<file path="config.mk">
export PLATFORM = sky130hd
export DESIGN_NAME = varint_big_endian_encoder
export DESIGN_NICKNAME = d
export VERILOG_FILES = /design/src/sv/vlbe_pkg.sv /design/src/sv/vlbe_front.sv /design/src/sv/vlbe_queue.sv /design/src/sv/vlbe_back.sv /design/src/sv/varint_big_endian_encoder.sv
export SDC_FILE = /design/constraint.sdc
export NUM_CORES = 1
export LEC_CHECK = 0
export ABC_AREA = 1
export BUFFER_PORTS_ARGS = -buffer_cell sky130_fd_sc_hd__buf_2
export CORE_ASPECT_RATIO = 1.5
export CORE_MARGIN = 2
export CORE_UTILIZATION = 60
export CTS_CLUSTER_SIZE = 30
export DETAILED_ROUTE_END_ITERATION = 8
export GPL_TIMING_DRIVEN = 0
export MAX_ROUTING_LAYER = met4
export PLACE_DENSITY_LB_ADDON = 0.1
export SYNTH_ARGS = -nofsm -noshare
export SYNTH_HDL_FRONTEND = slang
export SYNTH_SLANG_ARGS = --single-unit
</file>
<file path="constraint.sdc">
create_clock -name clk -period 5.5 [get_ports clk]
set_clock_uncertainty 0.05 [all_clocks]
set_input_delay 1.1 -clock clk [delete_from_list [all_inputs] [get_ports clk]]
set_output_delay 1.1 -clock clk [all_outputs]
set_load 0.005 [all_outputs]
</file>
<file path="src/sv/vlbe_pkg.sv">
`timescale 1ns / 1ps
`default_nettype none
package vlbe_pkg;

  localparam int GroupBits  = 7;
  localparam int NumGroups  = 10;
  localparam int WordBits   = 64;
  localparam int QueueDepth = 2;

  localparam logic [6:0] GroupMask = 7'h7f;

  // one classified value waiting for the byte emitter
  typedef struct packed {
    logic [63:0] value;
    logic        neg;
    logic [3:0]  nbytes;
  } entry_t;

endpackage
`default_nettype wire

</file>
<file path="src/sv/vlbe_front.sv">
`timescale 1ns / 1ps
`default_nettype none
module vlbe_front (
  input  wire logic             clk,
  input  wire logic             rst,
  input  wire logic             start,
  output logic                  busy,
  input  wire logic             kind,
  input  wire logic [63:0]      value,
  output logic                  push,
  output vlbe_pkg::entry_t      push_entry,
  input  wire logic             full
);

  logic        hold_valid;
  logic        hold_kind;
  logic [63:0] hold_value;
  logic        accept;
  logic        neg;
  logic [63:0] mag;
  logic [64:0] w;
  logic [vlbe_pkg::NumGroups-1:1] nz;
  logic [3:0]  nb;

  assign busy   = hold_valid & full;
  assign accept = start & ~busy;
  assign push   = hold_valid & ~full;

  always_ff @(posedge clk) begin
    if (rst) begin
      hold_valid <= 1'b0;
    end else if (accept) begin
      hold_valid <= 1'b1;
    end else if (push) begin
      hold_valid <= 1'b0;
    end
  end

  always_ff @(posedge clk) begin
    if (accept) begin
      hold_kind  <= kind;
      hold_value <= value;
    end
  end

  // bit count = bit length of w: signed adds a sign bit, unsigned counts zero as one bit
  always_comb begin
    neg = hold_kind & hold_value[63];
    mag = neg ? ~hold_value : hold_value;
    w   = hold_kind ? {mag, 1'b1} : {1'b0, hold_value | 64'd1};
    for (int g = 1; g < vlbe_pkg::NumGroups - 1; g++) begin
      nz[g] = |w[g*vlbe_pkg::GroupBits +: vlbe_pkg::GroupBits];
    end
    nz[vlbe_pkg::NumGroups-1] = |w[64:63];
    nb = 4'd1;
    for (int g = 1; g < vlbe_pkg::NumGroups; g++) begin
      if (nz[g]) begin
        nb = 4'(g + 1);
      end
    end
    push_entry.value  = hold_value;
    push_entry.neg    = neg;
    push_entry.nbytes = nb;
  end

endmodule
`default_nettype wire

</file>
<file path="src/sv/vlbe_queue.sv">
`timescale 1ns / 1ps
`default_nettype none
module vlbe_queue (
  input  wire logic              clk,
  input  wire logic              rst,
  input  wire logic              push,
  input  wire vlbe_pkg::entry_t  push_entry,
  output logic                   full,
  input  wire logic              pop,
  output vlbe_pkg::entry_t       head,
  output logic                   empty
);

  localparam int PtrBits = $clog2(vlbe_pkg::QueueDepth);
  localparam int CntBits = $clog2(vlbe_pkg::QueueDepth + 1);

  vlbe_pkg::entry_t   slots [vlbe_pkg::QueueDepth];
  logic [PtrBits-1:0] wr_ptr;
  logic [PtrBits-1:0] rd_ptr;
  logic [CntBits-1:0] count;

  assign full  = (count == CntBits'(vlbe_pkg::QueueDepth));
  assign empty = (count == '0);
  assign head  = slots[rd_ptr];

  always_ff @(posedge clk) begin
    if (rst) begin
      wr_ptr <= '0;
      rd_ptr <= '0;
      count  <= '0;
    end else begin
      if (push) begin
        wr_ptr <= (wr_ptr == PtrBits'(vlbe_pkg::QueueDepth - 1)) ? '0 : wr_ptr + 1'b1;
      end
      if (pop) begin
        rd_ptr <= (rd_ptr == PtrBits'(vlbe_pkg::QueueDepth - 1)) ? '0 : rd_ptr + 1'b1;
      end
      if (push && !pop) begin
        count <= count + 1'b1;
      end else if (pop && !push) begin
        count <= count - 1'b1;
      end
    end
  end

  always_ff @(posedge clk) begin
    if (push) begin
      slots[wr_ptr] <= push_entry;
    end
  end

endmodule
`default_nettype wire

</file>
<file path="src/sv/vlbe_back.sv">
`timescale 1ns / 1ps
`default_nettype none
module vlbe_back (
  input  wire logic             clk,
  input  wire logic             rst,
  input  wire vlbe_pkg::entry_t head,
  input  wire logic             empty,
  output logic                  pop,
  output logic                  byte_valid,
  output logic [7:0]            code_byte,
  output logic                  last
);

  localparam int ExtBits = vlbe_pkg::NumGroups * vlbe_pkg::GroupBits;

  logic               active;
  logic [3:0]         idx;
  logic [63:0]        cur_value;
  logic               cur_neg;
  logic [ExtBits-1:0] ext;
  logic [6:0]         group;
  logic               final_byte;

  assign final_byte = (idx == 4'd0);
  assign pop        = ~empty & (~active | final_byte);

  // groups above bit 63 take copies of the sign for negative signed values
  always_comb begin
    ext   = {{(ExtBits - vlbe_pkg::WordBits){cur_neg}}, cur_value};
    group = '0;
    for (int g = 0; g < vlbe_pkg::NumGroups; g++) begin
      if (idx == 4'(g)) begin
        group = ext[g*vlbe_pkg::GroupBits +: vlbe_pkg::GroupBits] & vlbe_pkg::GroupMask;
      end
    end
  end

  always_ff @(posedge clk) begin
    if (rst) begin
      active     <= 1'b0;
      byte_valid <= 1'b0;
    end else begin
      byte_valid <= active;
      if (pop) begin
        active <= 1'b1;
      end else if (active && final_byte) begin
        active <= 1'b0;
      end
    end
  end

  always_ff @(posedge clk) begin
    code_byte <= {~final_byte, group};
    last      <= final_byte;
    if (pop) begin
      cur_value <= head.value;
      cur_neg   <= head.neg;
      idx       <= head.nbytes - 4'd1;
    end else if (active && !final_byte) begin
      idx <= idx - 4'd1;
    end
  end

endmodule
`default_nettype wire

</file>
<file path="src/sv/varint_big_endian_encoder.sv">
`timescale 1ns / 1ps
`default_nettype none
// variable-length big-endian integer encoder
// request: kind and value, taken at a clock edge where start is high and busy is low
// kind 0 encodes value unsigned, kind 1 encodes it as two's complement with a sign bit
// results: 1 to 10 bytes, most significant 7-bit group first, one per cycle while
// byte_valid is high; bit 7 of code_byte is set on all but the final byte,
// and last marks the final byte
// a request passes the front hold register, a queue slot and the emitter state
// before its first byte reaches the output register; the back-stage emitter sends
// one byte per cycle while it holds a value and pops the next one on its last byte
// the front stage classifies the next value while the back stage still emits,
// and a two-entry queue between them keeps requests flowing back to back
// busy rises only when the queue is full and the front holds a classified value
// the receiver cannot stall: each byte is on the ports for exactly one cycle
// reset (synchronous, rst high) empties the front, the queue and the emitter;
// a request in flight is dropped
module varint_big_endian_encoder (
  input  wire logic        clk,
  input  wire logic        rst,
  input  wire logic        start,
  output logic             busy,
  input  wire logic        kind,
  input  wire logic [63:0] value,
  output logic             byte_valid,
  output logic [7:0]       code_byte,
  output logic             last
);

  logic             push;
  logic             full;
  logic             pop;
  logic             empty;
  vlbe_pkg::entry_t push_entry;
  vlbe_pkg::entry_t head;

  vlbe_front u_front (
    .clk        (clk),
    .rst        (rst),
    .start      (start),
    .busy       (busy),
    .kind       (kind),
    .value      (value),
    .push       (push),
    .push_entry (push_entry),
    .full       (full)
  );

  vlbe_queue u_queue (
    .clk        (clk),
    .rst        (rst),
    .push       (push),
    .push_entry (push_entry),
    .full       (full),
    .pop        (pop),
    .head       (head),
    .empty      (empty)
  );

  vlbe_back u_back (
    .clk        (clk),
    .rst        (rst),
    .head       (head),
    .empty      (empty),
    .pop        (pop),
    .byte_valid (byte_valid),
    .code_byte  (code_byte),
    .last       (last)
  );

endmodule
`default_nettype wire
</file>
Yosys cells after proc, flatten, opt, wreduce, memory -nomap -nowiden
Memory sizes are Yosys's and may differ from the RTL's. A register that Yosys moved wholly into a read port is not among the register bits.
Index checks and enable logic that the tools add are counted.
- flip-flop bits (word level): 150
- output and inout bits: 11
- memories: 1
- RAM bits: 138
- word-level logic and storage cells: 99
- input port bits: 68
- reduce and logical (&&, ||, !) cells: 22
- equal/unequal tests: 10
- bitwise operators: 12
- $add $sub $neg: 6
- multiplexer cells: 35
- memories (name ; depth ; bits a word ; rd ports ; clocked after memory_dff ; write ports ; RTL line ; source):
    u_queue.slots ; 2 ; 69 ; 1 ; 1 ; 1 ; vlbe_queue.sv:17 ; vlbe_pkg::entry_t slots [vlbe_pkg::QueueDepth];
- operators with widths (kind ; count):
    7-bit 2-to-1 mux ; 10
    65-bit 2-to-1 mux ; 1
    64-bit 2-to-1 mux ; 1
    64-bit NOT ; 1
    7-bit OR reduction ; 8
    4-bit 2-to-1 mux ; 5
    4-bit by 3-bit == test with 1-bit output (second input constant) ; 4
    3-bit 2-to-1 mux ; 4
    1-bit 2-to-1 mux ; 10
    4-bit by 2-bit == test with 1-bit output (second input constant) ; 2
    4-bit == test (second input constant) ; 2
    2-bit 2-to-1 mux ; 4
    2-bit nonzero test ; 4
    4-bit by 1-bit subtractor with 4-bit output (second input constant) ; 2
    1-bit bitwise AND ; 5
    1-bit NOT ; 5
    4-bit by 1-bit == test with 1-bit output (second input constant) ; 1
    1-bit logical AND ; 4
    4-bit zero test ; 1
    1-bit zero test ; 3
    1-bit adder (second input constant) ; 2
    2-bit by 1-bit adder with 2-bit output (second input constant) ; 1
    2-bit == test (second input constant) ; 1
    2-bit zero test ; 1
    other kinds (3) ; 3

Logic depth before layout (Yosys ltp)
- depth after elaboration: 13
- gate-level depth with buffers: 14

Hierarchy
A second synthesis with hierarchy kept.
- cells, all modules: 775
- area, all modules: 11340.9 µm²
- by module, submodules not included (module ; seq. area each (µm²) ; cells an instance ; area each (µm²) ; instances):
    vlbe_queue ; 4244.1 ; 248 ; 5247.5 ; 1
    vlbe_back ; 2292.2 ; 324 ; 3465.8 ; 1
    vlbe_front ; 1971.9 ; 203 ; 2627.5 ; 1

Worst setup path after synthesis
Ideal clock, no wire load.
- path type: reg2reg
- start: register u_queue.count[0]
- end: memory u_queue.slots[1][0] (netlist bit), enable pin
- data required time: 4.952 ns
- slack: 1.311 ns
- arrival time: 3.641 ns
- period minus slack after synthesis: 4.189 ns
- setup time: 0.498 ns
- cell stages (with the launch flop): 5
- cell sequence: dfxtp_1 -> inv_1 -> a21oi_1 -> inv_1 -> nor2_1
- longest elaborated chain between the ends: 5
- ends and longest elaborated chain (element ; RTL line ; source):
    start, declared ; vlbe_queue.sv:20 ; logic [CntBits-1:0] count;
    start signal, assigned ; vlbe_queue.sv:39 ; count <= count + 1'b1;
    start signal, assigned ; vlbe_queue.sv:41 ; count <= count - 1'b1;
    2-bit == test ; vlbe_queue.sv:22 ; assign full = (count == CntBits'(vlbe_pkg::QueueDepth));
    1-bit NOT ; vlbe_front.sv:27 ; assign push = hold_valid & ~full;
    1-bit bitwise AND ; vlbe_front.sv:27 ;
    named net push ; varint_big_endian_encoder.sv:30 ; logic push;
    1-bit 2-to-1 mux ; vlbe_queue.sv:47 ; if (push) begin
    1-bit 2-to-1 mux (not written as such) ; vlbe_queue.sv:48 ; slots[wr_ptr] <= push_entry;
    end, declared ; vlbe_queue.sv:17 ;
The timed path passes the listed nets, and every way through them passes these cells.

Final worst setup path
- start: register u_queue.count[1]
- end: output busy
- longest elaborated chain between the ends: 2
- ends and longest elaborated chain (element ; RTL line ; source):
    2-bit == test ; vlbe_queue.sv:22 ;
    1-bit bitwise AND ; vlbe_front.sv:25 ; assign busy = hold_valid & full;
    end, declared ; varint_big_endian_encoder.sv:22 ; output logic busy,
No other way between the ends.

==> report_table.html <==
<table>
<tr><th>Metric</th><th>Value</th></tr>
<tr><th colspan="2">Logic synthesis</th></tr>
<tr><td>Area contributors post-synth</td><td>edfxtp_1 73%, nand2_1 11%, dfxtp_1 3.1%, inv_1 2.3%, nor2_1 1.7%</td></tr>
<tr><td>Post-synthesis xor/xnor area fraction</td><td>0.471%</td></tr>
<tr><td>Commonest cells post-synth</td><td>331 x nand2_1, 272 x edfxtp_1, 67 x inv_1, 49 x nor2_1, 29 x o21ai_0</td></tr>
<tr><td>Area share of the largest cell type after synthesis</td><td>73.3%</td></tr>
<tr><td>Most frequently used cell type in the post-synthesis netlist</td><td>nand2_1</td></tr>
<tr><td>Fraction of the yosys area taken by sequential cells</td><td>76.3%</td></tr>
<tr><td>Number of synthesis warnings</td><td>0</td></tr>
<tr><td>Share of synthesized cell area in full adder, half adder and majority cells</td><td>0.786%</td></tr>
<tr><td>Ys async rst share</td><td>0%</td></tr>
<tr><td>Simple-gate area share of the yosys netlist</td><td>16.2%</td></tr>
<tr><td>Mux cell area share after synthesis</td><td>0.359%</td></tr>
<tr><td>Syn Std Cell Area</td><td>11100 sq um</td></tr>
<tr><td>Combinational family with the most area after synthesis</td><td>simple AND/OR/NAND/NOR gates</td></tr>
<tr><td>Number of enable flip-flop cells after synthesis</td><td>272</td></tr>
<tr><td>Cell variety after synth</td><td>38</td></tr>
<tr><td>Top FF cell, synth</td><td>edfxtp_1</td></tr>
<tr><td>Post-synthesis compound-gate area fraction</td><td>2.29%</td></tr>
<tr><td>Avg Inst Size Synth</td><td>12.5 sq um</td></tr>
<tr><td>Number of register bits inferred by synthesis</td><td>289</td></tr>
<tr><td>Post-synthesis net count</td><td>965</td></tr>
<tr><td>Top cell type by total area after synthesis</td><td>edfxtp_1</td></tr>
<tr><td>Post-Syn Instances</td><td>890</td></tr>
<tr><th colspan="2">Worst setup path</th></tr>
<tr><td>Critical path's largest stage delay</td><td>370 ps</td></tr>
<tr><td>Number of cell instances on the worst register-to-register path</td><td>14</td></tr>
<tr><td>Sort of element at the end of the critical path</td><td>output port</td></tr>
<tr><td>CP delay by family, top</td><td>flip-flops</td></tr>
<tr><td>Data required, critical path</td><td>4350 ps</td></tr>
<tr><td>Crit start category</td><td>register</td></tr>
<tr><td>Reg2Reg Setup Slack</td><td>3090 ps</td></tr>
<tr><td>Start of the worst register-to-register path</td><td>u_back.idx[1]$_DFFE_PP_</td></tr>
<tr><td>Critical path arrival</td><td>1340 ps</td></tr>
<tr><td>Classification of the worst setup path</td><td>reg -&gt; out</td></tr>
<tr><td>Critical Path Source</td><td>u_queue.count[1]$_SDFFE_PP0P_</td></tr>
<tr><td>Crit path buf inv count</td><td>2</td></tr>
<tr><td>Cell breakdown of the critical path</td><td>inv_1 -&gt; nor3_1 -&gt; buf_2</td></tr>
<tr><td>Worst R2R End</td><td>u_back.code_byte[4]$_DFF_P_</td></tr>
<tr><td>Critical path peak fanout</td><td>3</td></tr>
<tr><td>Slowest-stage cell, CP</td><td>dfxtp_1</td></tr>
<tr><th colspan="2">STA</th></tr>
<tr><td>Final worst-path cycle share</td><td>45.2%</td></tr>
<tr><td>Setup repair after global routing missed its margin</td><td>false</td></tr>
<tr><td>Worst Hold Margin</td><td>381 ps</td></tr>
<tr><td>Highest clock frequency the design can meet</td><td>402 MHz</td></tr>
<tr><td>Actual slew at the worst max-slew pin</td><td>814 ps</td></tr>
<tr><td>Total setup violations reported at the end of the flow</td><td>0</td></tr>
<tr><td>Shortest clock period the worst path allows after layout</td><td>2490 ps</td></tr>
<tr><td>Number of max-slew violations in the final report</td><td>0</td></tr>
<tr><td>Final Hold Viols</td><td>0</td></tr>
<tr><td>Max-slew headroom</td><td>45.6%</td></tr>
<tr><td>Final sum of negative setup slack</td><td>0 ps</td></tr>
<tr><th colspan="2">Power and ir drop</th></tr>
<tr><td>Leak pwr</td><td>5.09 nW</td></tr>
<tr><td>Pwr/cell area</td><td>503 nW/um^2</td></tr>
<tr><td>Worst vdd ir</td><td>0.311 mV</td></tr>
<tr><td>Overall Power</td><td>6.48 mW</td></tr>
<tr><th colspan="2">GRT</th></tr>
<tr><td>Global routing usage summed across all routing layers</td><td>21.4%</td></tr>
<tr><td>First-pass GRT wire length</td><td>31.0 mm</td></tr>
<tr><td>Vias in the first global route</td><td>6167</td></tr>
<tr><td>Antenna violations before repair</td><td>0</td></tr>
<tr><td>Pin count of the biggest net entering global routing</td><td>46</td></tr>
<tr><td>Gr ovfl total</td><td>0</td></tr>
<tr><th colspan="2">Hold path</th></tr>
<tr><td>Cell depth of the worst hold path</td><td>2</td></tr>
<tr><td>Worst hold-check path type</td><td>reg -&gt; reg</td></tr>
<tr><td>Capture endpoint of the worst hold path</td><td>u_back.byte_valid$_SDFF_PP0_</td></tr>
<tr><td>Hold Path Origin</td><td>u_back.active$_SDFFE_PP0P_</td></tr>
<tr><th colspan="2">Place</th></tr>
<tr><td>Half-perimeter wire length after placement</td><td>13.7 mm</td></tr>
<tr><td>Input/output buffers</td><td>77</td></tr>
<tr><td>Final weighted congestion of routability-driven global placement</td><td>0.933</td></tr>
<tr><td>Number of cells after detailed placement</td><td>1225</td></tr>
<tr><td>Total cell area at the placement stage</td><td>12000 sq um</td></tr>
<tr><th colspan="2">Run</th></tr>
<tr><td>Max_cap viols</td><td>0</td></tr>
<tr><th colspan="2">Finish</th></tr>
<tr><td>Final cell count without fillers</td><td>1272</td></tr>
<tr><td>Total number of nets in the final design</td><td>1076</td></tr>
<tr><td>Area delta synth-&gt;final</td><td>15.6%</td></tr>
<tr><td>Layout filler cell count</td><td>1284</td></tr>
<tr><td>Antenna fix cells</td><td>0</td></tr>
<tr><td>Share of cells above drive strength 1</td><td>14.8%</td></tr>
<tr><td>Final standard cell area without fillers</td><td>12900 sq um</td></tr>
<tr><th colspan="2">Clock network</th></tr>
<tr><td>Number of setup buffers added after CTS</td><td>0</td></tr>
<tr><td>TritonCTS clock tree</td><td>yes</td></tr>
<tr><td>Clock transition at the registers of the reported paths</td><td>70 ps</td></tr>
<tr><td>Resize count post-CTS</td><td>0</td></tr>
<tr><td>Number of H-tree levels</td><td>1</td></tr>
<tr><td>Clock buffer depth</td><td>3</td></tr>
<tr><td>Skew-Pair Late Insertion Delay</td><td>520 ps</td></tr>
<tr><td>Number of sinks handled by clock tree synthesis</td><td>289</td></tr>
<tr><td>TritonCTS buffer count</td><td>26</td></tr>
<tr><td>Root buffer cell</td><td>clkbuf_16</td></tr>
<tr><td>Quantity of hold-fixing buffers added after cts</td><td>0</td></tr>
<tr><th colspan="2">Detailed routing</th></tr>
<tr><td>Via-to-Cell Ratio</td><td>5.08</td></tr>
<tr><td>DRT Wirelength</td><td>19.9 mm</td></tr>
<tr><td>Drt pass-1 iters</td><td>7</td></tr>
<tr><td>Drt wl/cell</td><td>15.6 um</td></tr>
<tr><td>Via count</td><td>6468</td></tr>
<tr><td>Count of routing violations after the opening detailed-route iteration</td><td>383</td></tr>
<tr><td>Remaining antenna violation count after routing</td><td>0</td></tr>
<tr><td>Number of remaining DRC errors</td><td>0</td></tr>
<tr><th colspan="2">Die</th></tr>
<tr><td>Die height</td><td>171 um</td></tr>
<tr><td>Initial core utilization</td><td>60.6%</td></tr>
<tr><td>Area of the die</td><td>19700 sq um</td></tr>
<tr><td>Placeable core region</td><td>18400 sq um</td></tr>
<tr><td>Row count</td><td>61</td></tr>
<tr><td>Boundary pin count</td><td>79</td></tr>
<tr><td>Width of the die</td><td>115 um</td></tr>
<tr><th colspan="2">Run status</th></tr>
<tr><td>Status</td><td>finished, final reports clean</td></tr>
</table>
[cell type report]
cell class / instances / area, sq um / area share [%]
tap: 252 / 315 / 2.45
multi-input combinational: 507 / 2250 / 17.5
inverter: 69 / 259 / 2.01
timing repair buffer: 83 / 520 / 4.04
sequential: 289 / 8510 / 66.1
clock inverter: 17 / 196 / 1.53
clock buffer: 30 / 687 / 5.33
buffer: 25 / 141 / 1.10
[worst reg2reg max path: stages (launching register included)]
cell and delay, ps:
edfxtp_1 420, inv_1 150, ha_1 310, inv_2 70, nor3_2 450, nand2_1 100, nand3_1 150, nand2_1 120
nand3_1 170, nand2_1 70, nand2_1 100, nand2_1 60, nand2_1 50, nand2_1 40, nand2_1 50
[power by group]
part	leakage, nW	internal, mW	switching [mW]
logic	1.97	0.445	1.02
registers	2.69	3.02	0.153
clock network	0.427	1.08	0.753
[metal layers]
metal  up-vias  track usage (%)  share of wire, %
li1       3243                -                 -
met1      2975             25.6                38
met2       207             36.5                53
met3        43             3.33               5.5
met4         0             8.43               3.5
met5         -                -                 0
[layout by cell type, fill, tap and decap left out, types with 3 or more instances in the layout]
cell type  netlist  final
dfxtp_1         17     17
clkbuf_16        0     27
nand3_1         28     28
bufinv_16        0      4
buf_12           0      4
nor3_1           7      7
nor2_4           2      4
nor2_1          49     47
o21ai_0         29     29
xor2_1           5      5
inv_2            2      4
edfxtp_1       272    272
nor2_2           3      3
clkbuf_1        16     19
nand2_1        331    331
o21ai_1          3      3
ha_1             7      7
clkinv_4         0      3
mux2i_1          4      4
clkinv_1         0      4
buf_2            3     80
nor4_1           5      5
nand4_1          8      8
clkinv_2         0      4
inv_1           67     65
a21oi_1          9      9
[state kept, by name (all words and copies together) (netlist names), named ones only]
| register | count |
|---|---|
| u_back.idx | 4 |
| u_back.code_byte | 8 |
| u_back.active | 1 |
| u_back.last | 1 |
| u_front.hold_valid | 1 |
| u_queue.count | 2 |
| u_back.cur_neg | 1 |
| u_back.byte_valid | 1 |
| u_back.cur_value | 64 |
| u_queue.wr_ptr | 1 |
| u_queue.slots | 138 |
| u_front.hold_kind | 1 |
| u_queue.rd_ptr | 1 |
| u_front.hold_value | 64 |
[how the worst max path moves through the flow]
stage | depth (start not counted) | end
6_report | 3 | busy
5_1_grt | 14 | u_back.code_byte[2]$_DFF_P_
4_1_cts | 3 | busy
3_5_place_dp | 4 | u_front.hold_value[40]$_DFFE_PP_
3_3_place_gp | 4 | u_queue.slots[1][50]$_DFFE_PP_
2_1_floorplan | 4 | u_queue.slots[1][0]$_DFFE_PP_
[per-stage QoR]
stage / utilization, % / worst slack [ps]
final: 70.0 / 3010
after global routing: 70.0 / 2860
after CTS: 70.0 / 2990
after detailed placement: 65.2 / 3050
after global placement: 64.4 / -499
after floorplan: - / 1310
[kinds of logic after synthesis]
logic type / Yosys count
AO/OA/AOI/OAI: 47
buffers and inverters: 94
multiplexers: 4
XOR/XNOR: 6
AND/OR/NAND/NOR: 443
flip-flops: 289
adder cells (fa/ha/maj): 7
(Power assumes the default switching activity.)
